<file path="src/hw/rtl/sbp_pkg.sv">
// Shared types, field widths and codes for the splitter bucket partitioner.
package sbp_pkg;

  localparam int unsigned VALUE_W     = 64;
  localparam int unsigned SIDX_W      = 6;
  localparam int unsigned KIND_W      = 2;
  localparam int unsigned BUCKET_W    = 7;
  localparam int unsigned SLOT_W      = 16;
  localparam int unsigned ADDR_W      = 22;
  localparam int unsigned PARTS_CFG_W = 7;
  localparam int unsigned CAP_CFG_W   = 17;
  localparam int unsigned CFG_DATA_W  = 17;
  localparam int unsigned CFG_IDX_W   = 1;

  // Input tdata: splitter_index, element_value, padded to whole bytes.
  localparam int unsigned S_TDATA_W = 72;
  localparam int unsigned S_TUSER_W = KIND_W;
  // Output tdata: bucket_index, slot, buffer_address, element_value_res.
  localparam int unsigned M_TDATA_W = 112;
  localparam int unsigned M_TUSER_W = 2;

  localparam logic [PARTS_CFG_W-1:0] PARTS_RESET = 7'd64;
  localparam logic [CAP_CFG_W-1:0]   CAP_RESET   = 17'd65536;

  typedef enum logic [KIND_W-1:0] {
    KIND_LOAD     = 2'd0,
    KIND_CLASSIFY = 2'd1,
    KIND_CLEAR    = 2'd2
  } sbp_kind_e;

  typedef enum logic [CFG_IDX_W-1:0] {
    CFG_ACTIVE_PARTS    = 1'b0,
    CFG_BUCKET_CAPACITY = 1'b1
  } sbp_cfg_idx_e;

  typedef enum logic [1:0] {
    ST_IDLE,
    ST_SEARCH,
    ST_CNT_RD,
    ST_UPDATE
  } sbp_state_e;

  // Commands from the controller to the datapath.
  typedef struct packed {
    logic load;
    logic classify;
    logic clear;
    logic step;
    logic cnt_rd;
    logic commit;
  } sbp_cmd_t;

  // Status from the datapath to the controller.
  typedef struct packed {
    logic search_last;
    logic parts_zero;
    logic out_free;
  } sbp_sts_t;

endpackage

</file>
<file path="src/hw/rtl/sbp_ctrl.sv">
// Controller state machine: sequences load, clear, search and count update.
module sbp_ctrl (
  input  logic                          clk_i,
  input  logic                          rst_ni,
  input  logic                          s_valid_i,
  input  logic [sbp_pkg::KIND_W-1:0]    kind_i,
  output logic                          s_ready_o,
  input  sbp_pkg::sbp_sts_t             sts_i,
  output sbp_pkg::sbp_cmd_t             cmd_o
);

  sbp_pkg::sbp_state_e state_q, state_d;

  always_ff @(posedge clk_i or negedge rst_ni) begin
    if (!rst_ni) begin
      state_q <= sbp_pkg::ST_IDLE;
    end else begin
      state_q <= state_d;
    end
  end

  always_comb begin
    state_d = state_q;
    unique case (state_q)
      sbp_pkg::ST_IDLE: begin
        if (s_valid_i && (kind_i == sbp_pkg::KIND_CLASSIFY)) begin
          state_d = sts_i.parts_zero ? sbp_pkg::ST_CNT_RD : sbp_pkg::ST_SEARCH;
        end
      end
      sbp_pkg::ST_SEARCH: begin
        if (sts_i.search_last) begin
          state_d = sbp_pkg::ST_CNT_RD;
        end
      end
      sbp_pkg::ST_CNT_RD: begin
        state_d = sbp_pkg::ST_UPDATE;
      end
      sbp_pkg::ST_UPDATE: begin
        if (sts_i.out_free) begin
          state_d = sbp_pkg::ST_IDLE;
        end
      end
      default: begin
        state_d = sbp_pkg::ST_IDLE;
      end
    endcase
  end

  always_comb begin
    cmd_o     = '0;
    s_ready_o = 1'b0;
    unique case (state_q)
      sbp_pkg::ST_IDLE: begin
        s_ready_o = 1'b1;
        if (s_valid_i) begin
          unique case (kind_i)
            sbp_pkg::KIND_LOAD:     cmd_o.load     = 1'b1;
            sbp_pkg::KIND_CLASSIFY: cmd_o.classify = 1'b1;
            sbp_pkg::KIND_CLEAR:    cmd_o.clear    = 1'b1;
            default: ;
          endcase
        end
      end
      sbp_pkg::ST_SEARCH: begin
        cmd_o.step = 1'b1;
      end
      sbp_pkg::ST_CNT_RD: begin
        cmd_o.cnt_rd = 1'b1;
      end
      sbp_pkg::ST_UPDATE: begin
        cmd_o.commit = sts_i.out_free;
      end
      default: ;
    endcase
  end

endmodule

</file>
<file path="config.mk">
export PLATFORM = sky130hd
export DESIGN_NAME = sbp_ctrl
export DESIGN_NICKNAME = d
export VERILOG_FILES = /design/src/hw/rtl/sbp_pkg.sv /design/src/hw/rtl/sbp_ctrl.sv
export SDC_FILE = /design/constraint.sdc
export NUM_CORES = 1
export LEC_CHECK = 0
export ABC_AREA = 1
export ABC_CLOCK_PERIOD_IN_PS = 2020
export CELL_PAD_IN_SITES_DETAIL_PLACEMENT = 1
export CELL_PAD_IN_SITES_GLOBAL_PLACEMENT = 1
export CORE_AREA = 2 2 39 41
export DETAILED_ROUTE_END_ITERATION = 8
export DIE_AREA = 0 0 41 43
export DONT_BUFFER_PORTS = 1
export HOLD_SLACK_MARGIN = 0.08
export PLACE_DENSITY_LB_ADDON = 0.1
export SLEW_MARGIN = 10
export SYNTH_ARGS = -nofsm -noshare
export SYNTH_HDL_FRONTEND = slang
export SYNTH_SLANG_ARGS = --single-unit
export TNS_END_PERCENT = 30
</file>
<file path="constraint.sdc">
create_clock -name clk_i -period 2.02 [get_ports clk_i]
set_input_delay 0.202 -clock clk_i [delete_from_list [all_inputs] [get_ports clk_i]]
set_output_delay 0.202 -clock clk_i [all_outputs]
set_load 0.01 [all_outputs]
</file>
======== Word level (Yosys, flattened, before mapping) ========
Cells that the tools add are included.
word-level totals
  flip-flop bits (word level) ............. 2
  word-level logic and storage cells ...... 27
cells by class
  equal/unequal tests ..................... 8
  multiplexer cells ....................... 14
  reduce and logical (&&, ||, !) cells .... 4
operators with widths
  kind                  number
  $mux W2               4
  $pmux W2 S4           1
  $mux W1               7
  $eq A2 B2 Y1 const B  3
  $mux W3               2
  $ne A2 B2 Y1 const B  3
  $eq A2 B1 Y1 const B  2
  $logic_not A2 Y1      2
  $reduce_and A3 Y1     1
  $logic_and A1 B1 Y1   1

======== Depth between registers and ports, before layout ========
Gate-level depths: netlist (run 1).
  depth in word-level cells ............... 4
  mapped depth ............................ 8
  gate-level depth less buffers ........... 8

======== Worst setup path before layout (run 1) ========
Ideal clock, no wire load.
  kind .................................... register to output
  start point ............................. reg state_q[0]
  end point ............................... out cmd_o[3] in the netlist's numbering
  arrival time ............................ 1.238 ns
  path slack .............................. 0.580 ns
  cell stages (with the launch flop) ...... 5
  buffers on the path ..................... 0
  cells stage by stage .................... dfrtp_1 > inv_1 > ha_1 > inv_1 > nor4_1
RTL lines
  item                    line            source
  from (decl)             sbp_ctrl.sv:12  sbp_pkg::sbp_state_e state_q, state_d;
  from (signal assigned)  sbp_ctrl.sv:16  state_q <= sbp_pkg::ST_IDLE;
  from (signal assigned)  sbp_ctrl.sv:18  state_q <= state_d;
  to (decl)               sbp_ctrl.sv:9   output sbp_pkg::sbp_cmd_t cmd_o

==> results.md, run 1 <==
- Critical path endpoint category: output pin
- Worst hold slack: 0.219 ns
- CTS Root Cell: clkbuf_4
- I/O Buffers: 0
- Share of the clock period used by the worst path: 0.881
- Antenna-violating nets left: 0
- Antenna violations before repair: 0
- Max Clock Freq: between 500 and 600 MHz
- #FFs+latches synth: 2
- Synth Net Count: 52
- Average wire per standard cell: slightly below 10 microns
- Leak Pwr: 0.184 nW
- TritonCTS clock tree: done
- Final Critical Period: between 1.5 and 2 ns
- Post-Place Cells: 55
- Cell-by-cell trace of the critical path: inv_1, ha_1, inv_1, nor4_1
- Worst-Skew Late Latency: about 0.22 ns
- CTS buffer count: 3
- Post-route worst setup slack: 0.241 ns
- Die X: roughly 40 microns
- Vias: 239
- Largest register FFs: 2
- RSZ-0062 raised after global routing: false
- # diodes: 0
- Post-synth cell types: 9
- Vias per Instance: ~4.1
- Pwr/cell area: 1320 nW/um^2
- Crit-path max FO: 4
- Cell Area, Synth: 249 sq um
- First-pass GRT wire length: 931 microns
- CTS H-Tree Depth: 1
- CP Launch Type: register
- Worst path max stage delay: 0.50 ns
- DP Worst Slack: 0.435 ns
- WL final: between 500 and 600 microns
- TNS Setup: 0 ns
- Syn Inst Count: 39
- GRT Util Overall: 0.0792
- Crit path DAT: 1.58 ns
- Final Max Slew Viols: 0
- Post-Route Skew: between 0.0001 and 0.00015 ns
- Worst Tran Pin Value: 0.535 ns
- Vias in the first global route: 239
- Synth Warn #: 0
- Largest net degree at the start of global routing: 5
- Most frequent cells in the layout: inv_1, nand2_1, ha_1
- Final core area utilization: 0.218
- Drt first-iter violations: 0
- Final setup viols: 0
- Largest register by flop count: state_q
- Core area: 1380 sq um
- Top Registers: state_q: 2 flops
- Data required, critical path: approximately 1.8 ns
- Final #Nets: 58
- Final RePlAce weighted congestion: 0.589
- CTS clock-pin slew for the worst setup and hold paths: around 0.030 ns
- FP Rows: 14
- CP max stage cell: nor4_1
- Max clock buf depth: 2
- Num Clock Sinks: 2
- I/O pin count: 15
- Final hold viol count: 0
- Fin cells: 59
- Register area share after synthesis: 0.201
- GRT overflow: 0
- CP dominant cell by count: inv_1
- Worst hold path class: in2async
- Area grow syn2layout: 21.1%
- Die area: 1760 sq um
- Starting density of the core: 0.180
- Avg Cell Area, Syn: 6.38 sq um
- Max Cap Violations: 0
- Residual DRC: 0
- Slew headroom: 0.640
- Share of cells above drive strength 1: 0.0930
- Worst vdd ir: 0.000272 V
- 1st-pass router iterations: 1
- Status: finished, final reports clean
- Die Ht: 43 microns
- Crit Path Class: reg2out
-- through the flow --
step                instance area (sq um)  power (mW)
floorplan                             249       0.268
global placement                      269       0.316
detailed placement                    269       0.318
CTS                                   302       0.416
global route                          302       0.467
finish                                302       0.399
-- worst max-delay path: cells and delay by family (launching register included) --
kind / cells / cell delay [ns]
buf+inv: 2 / 0.20
flops: 1 / 0.40
simple gates: 1 / 0.50
fa+ha+maj: 1 / 0.25
-- worst paths after layout --
| kind | from | end | slack, ns | depth (start not counted) |
|---|---|---|---|---|
| min in group clk_i | sts_i[1] | state_q[1] | 0.27 | 4 |
| min | rst_ni | state_q[0] | 0.22 | 1 |
| max reg2reg | state_q[1] | state_q[0] | 0.79 | 8 |
| max in group asynchronous | rst_ni | state_q[1] | 1.68 | 1 |
| min reg2reg | state_q[1] | state_q[1] | 0.53 | 2 |
| max | state_q[0] | cmd_o[3] | 0.24 | 4 |
-- area by class of cell --
class,instances,area [sq um]
Clock buffer,3,22.5
Fill cell,180,1080
Inverter,12,45.0
Multi-Input combinational cell,25,154
Sequential cell,2,50.0
Tap cell,16,20.0
Timing Repair Buffer,1,10.0
-- kinds of logic after synthesis --
group                      count (synthesis)  synth area share
DFF                                        2             0.201
and+or+nand+nor                           18             0.327
adders and majority gates                  5             0.251
AOI/OAI and AO/OA                          2            0.0402
buffers and inverters                     12             0.181
-- synthesized netlist by cell type (all sizes together) --
library cell,count,area (sq um)
dfrtp,2,50.1
ha,5,62.6
inv,12,45.0
nand2,12,45.0
nand3,3,20.0
nor2,1,3.75
nor4,2,12.5
o21ai,2,10.0
-- metal layers --
layer,vias to the layer above,share of wire,global-route usage
met5,-,0,0
met4,0,0,0.0600
met3,0,0.11,0.0157
met2,13,0.47,0.125
met1,101,0.41,0.0865
li1,125,-,-
-- what timing repair did --
item,CTS,global route
gates resized for setup,0,0
endpoints found under the hold margin,2,0
setup buffers,0,0
hold buffers,1,0
-- power by group --
| group | leakage (nW) | total, mW | internal (mW) | switching, mW |
|---|---|---|---|---|
| Sequential | 0.0251 | 0.0788 | 0.0603 | 0.0185 |
| Combinational | 0.145 | 0.235 | 0.0820 | 0.153 |
| Clock | 0.0138 | 0.0854 | 0.0653 | 0.0201 |
Note: power is estimated with default switching activity, not from simulation.
==> run 2, diff against run 1 <==
- ABC_CLOCK_PERIOD_IN_PS: 2020 -> 2200
- CORE_AREA: 2 2 39 41 -> 3 3 40 42
- DIE_AREA: 0 0 41 43 -> 0 0 43 45
- clock period: 2.02 -> 2.2 ns (I/O delays scaled with it)
==> run 2 against run 1 <==
  * Utilization up 1.6 points
  * Critical path depth unchanged
  * Worst setup slack better by 0.15 ns
  * Die area up 9.8%
  * Clock power down 7.4%
  * First-iteration DRC count up 2
  * Critical endpoint unchanged
  * Power down 8.7%
  * Design area down 0.41%
  * Sequential cell count unchanged
  * Count of clock-buffer cells in the layout unchanged
==> results.md, run 2 (synthesis gave the netlist of run 1 again) <==
- Antenna-violating nets left: 0 (unchanged)
- Max Clock Freq: between 500 and 600 MHz
- Area grow syn2layout: 20.6%
- Die area: 1940 sq um (+9.8%)
- Final Max Slew Viols: 0 (unchanged)
- Fin cells: 58 (-1.7%)
- First-pass GRT wire length: 1.03 mm (+10%)
- DP Worst Slack: 0.571 ns (+0.136 ns)
- Final Critical Period: 1.81 ns
- Antenna violations before repair: 0 (unchanged)
- Num Clock Sinks: 2 (unchanged)
- RSZ-0062 raised after global routing: false
- Most frequent cells in the layout: inv_1, nand2_1, ha_1
- Core area: 1280 sq um (-7.1%)
- WL final: 571 microns (+0.35%)
- Largest register FFs: 2 (unchanged)
- I/O Buffers: 0 (unchanged)
- CTS H-Tree Depth: 1 (unchanged)
- Max clock buf depth: 2 (unchanged)
- Average wire per standard cell: 9.84 microns (+2.1%)
- Combinational share of power: 0.583 (-0.006)
- Residual DRC: 0 (unchanged)
- Largest register by flop count: state_q
- Dpl cell area: 268 sq um (-0.47%)
- Final RePlAce weighted congestion: 0.607 (+3.1%)
- Critical path endpoint category: output pin
- Critical Path Start: state_q[0]
- Final core area utilization: 0.234 (+0.0158)
- Data required, critical path: 1.98 ns (+0.16 ns)
- # diodes: 0 (unchanged)
- Die Ht: 45 microns (+4.7%)
- RR Startpoint: state_q[1]
- Post-Route Skew: 0.00170 ns (+0.00159 ns)
- 1st-pass router iterations: 3 (+2)
- FF/Latch Area: 50.0 sq um (unchanged)
- TritonCTS clock tree: done
- I/O pin count: 15 (unchanged)
- Post-Place Cells: 54 (-1.8%)
- Final setup viols: 0 (unchanged)
- Crit-path max FO: 4 (unchanged)
- Worst hold slack: 0.235 ns (+0.0162 ns)
- Post-route worst setup slack: 0.387 ns (+0.146 ns)
- Worst vdd ir: 0.000271 V (-0.27%)
- Max Cap Violations: 0 (unchanged)
- Vias per Instance: 4.33 (+6.8%)
- Final hold viol count: 0 (unchanged)
- Slew headroom: 0.638 (-0.00272)
- Vias: 251 (+5.0%)
- Die X: 43 microns (+4.9%)
- TNS Setup: 0 ns (unchanged)
- Reg power frac: 0.200 (+0.003)
- GRT overflow: 0 (unchanged)
- Worst-Skew Late Latency: 0.22 ns (about the same)
- P_sw: 0.174 mW (-9.1%)
- Vias in the first global route: 269 (+13%)
- Starting density of the core: 0.194 (+0.0138)
- Pwr/cell area: 1210 nW/um^2 (-8.3%)
- Setup bufs post-CTS: 0 (unchanged)
- Leak Pwr: 0.184 nW (unchanged)
- Crit Path Class: reg2out
- Share of the clock period used by the worst path: 0.824
- Area taken by multi-input logic gates: 154 sq um (unchanged)
- Sw Ratio: 0.478 (-0.00208)
- Cts repair resizes: 0 (unchanged)
- Status: finished, final reports clean
- # hold bufs at CTS: 1 (unchanged)
- Largest net degree at the start of global routing: 5 (unchanged)
- Worst Tran Pin Value: 0.539 ns (+0.00405 ns)
- Worst hold path class: in2async
- Share of cells above drive strength 1: 0.0930 (unchanged)
- Clk pwr share: 0.217 (+0.003)
- CP Launch Type: register
- CTS Root Cell: clkbuf_4
- Post-DP HPWL: roughly 520 microns
- Top Registers: state_q: 2 flops
- CTS clock-pin slew for the worst setup and hold paths: 0.03 ns (about the same)
- Tot Pwr: 0.365 mW (-8.7%)
- Drt first-iter violations: 2 (+2)
- P_int: 0.190 mW (-8.4%)
- CTS buffer count: 3 (unchanged)
- Final #Nets: 58 (unchanged)
- Crit path DAT: 1.59 ns (about the same)
- Post-route cell area: 300 sq um (-0.41%)
- Fill count: 172 (-4.4%)
- GRT Util Overall: 0.0732 (-0.00603)
- FP Rows: 13 (-1)
run 2: final timing paths:
| kind | slack, ns | depth (start not counted) | endpoint |
|---|---|---|---|
| worst max-delay path | 0.39 | 4 | cmd_o[3] |
| worst min-delay path | 0.24 | 1 | state_q[0] |
| worst max register to register | 0.98 | 8 | state_q[0] |
| worst min register to register | 0.52 | 2 | state_q[1] |
| max in group asynchronous | 1.84 | 1 | state_q[1] |
| min in group clk_i | 0.27 | 4 | state_q[1] |
run 2: layout make-up:
type | count | area share
flip-flops and latches | 2 | 0.167
clock buffers | 3 | 0.0750
multi-input cells | 25 | 0.513
inverters | 12 | 0.150
repair buffers | 1 | 0.0333
well taps | 15 | 0.0625
run 2: worst max-delay path, stage by stage, from the launching register on:
cell and delay, ns:
dfrtp_1 0.40, inv_1 0.12, ha_1 0.25, inv_1 0.09, nor4_1 0.51
run 2: power groups by stage:
stage	clock network [mW]	logic [mW]	registers, mW
final	0.0791	0.212	0.0730
after global routing	0.0866	0.256	0.0763
after CTS	0.0817	0.222	0.0747
after detailed placement	0	0.217	0.0752
after global placement	0	0.217	0.0730
after floorplan	0	0.177	0.0695
run 2: metal layers:
| metal | track usage | wire (microns) |
|---|---|---|
| met1 | 0.0793 | 234 |
| met2 | 0.120 | 266 |
| met3 | 0.0359 | 70 |
| met4 | 0.0361 | 0 |
| met5 | 0 | 0 |
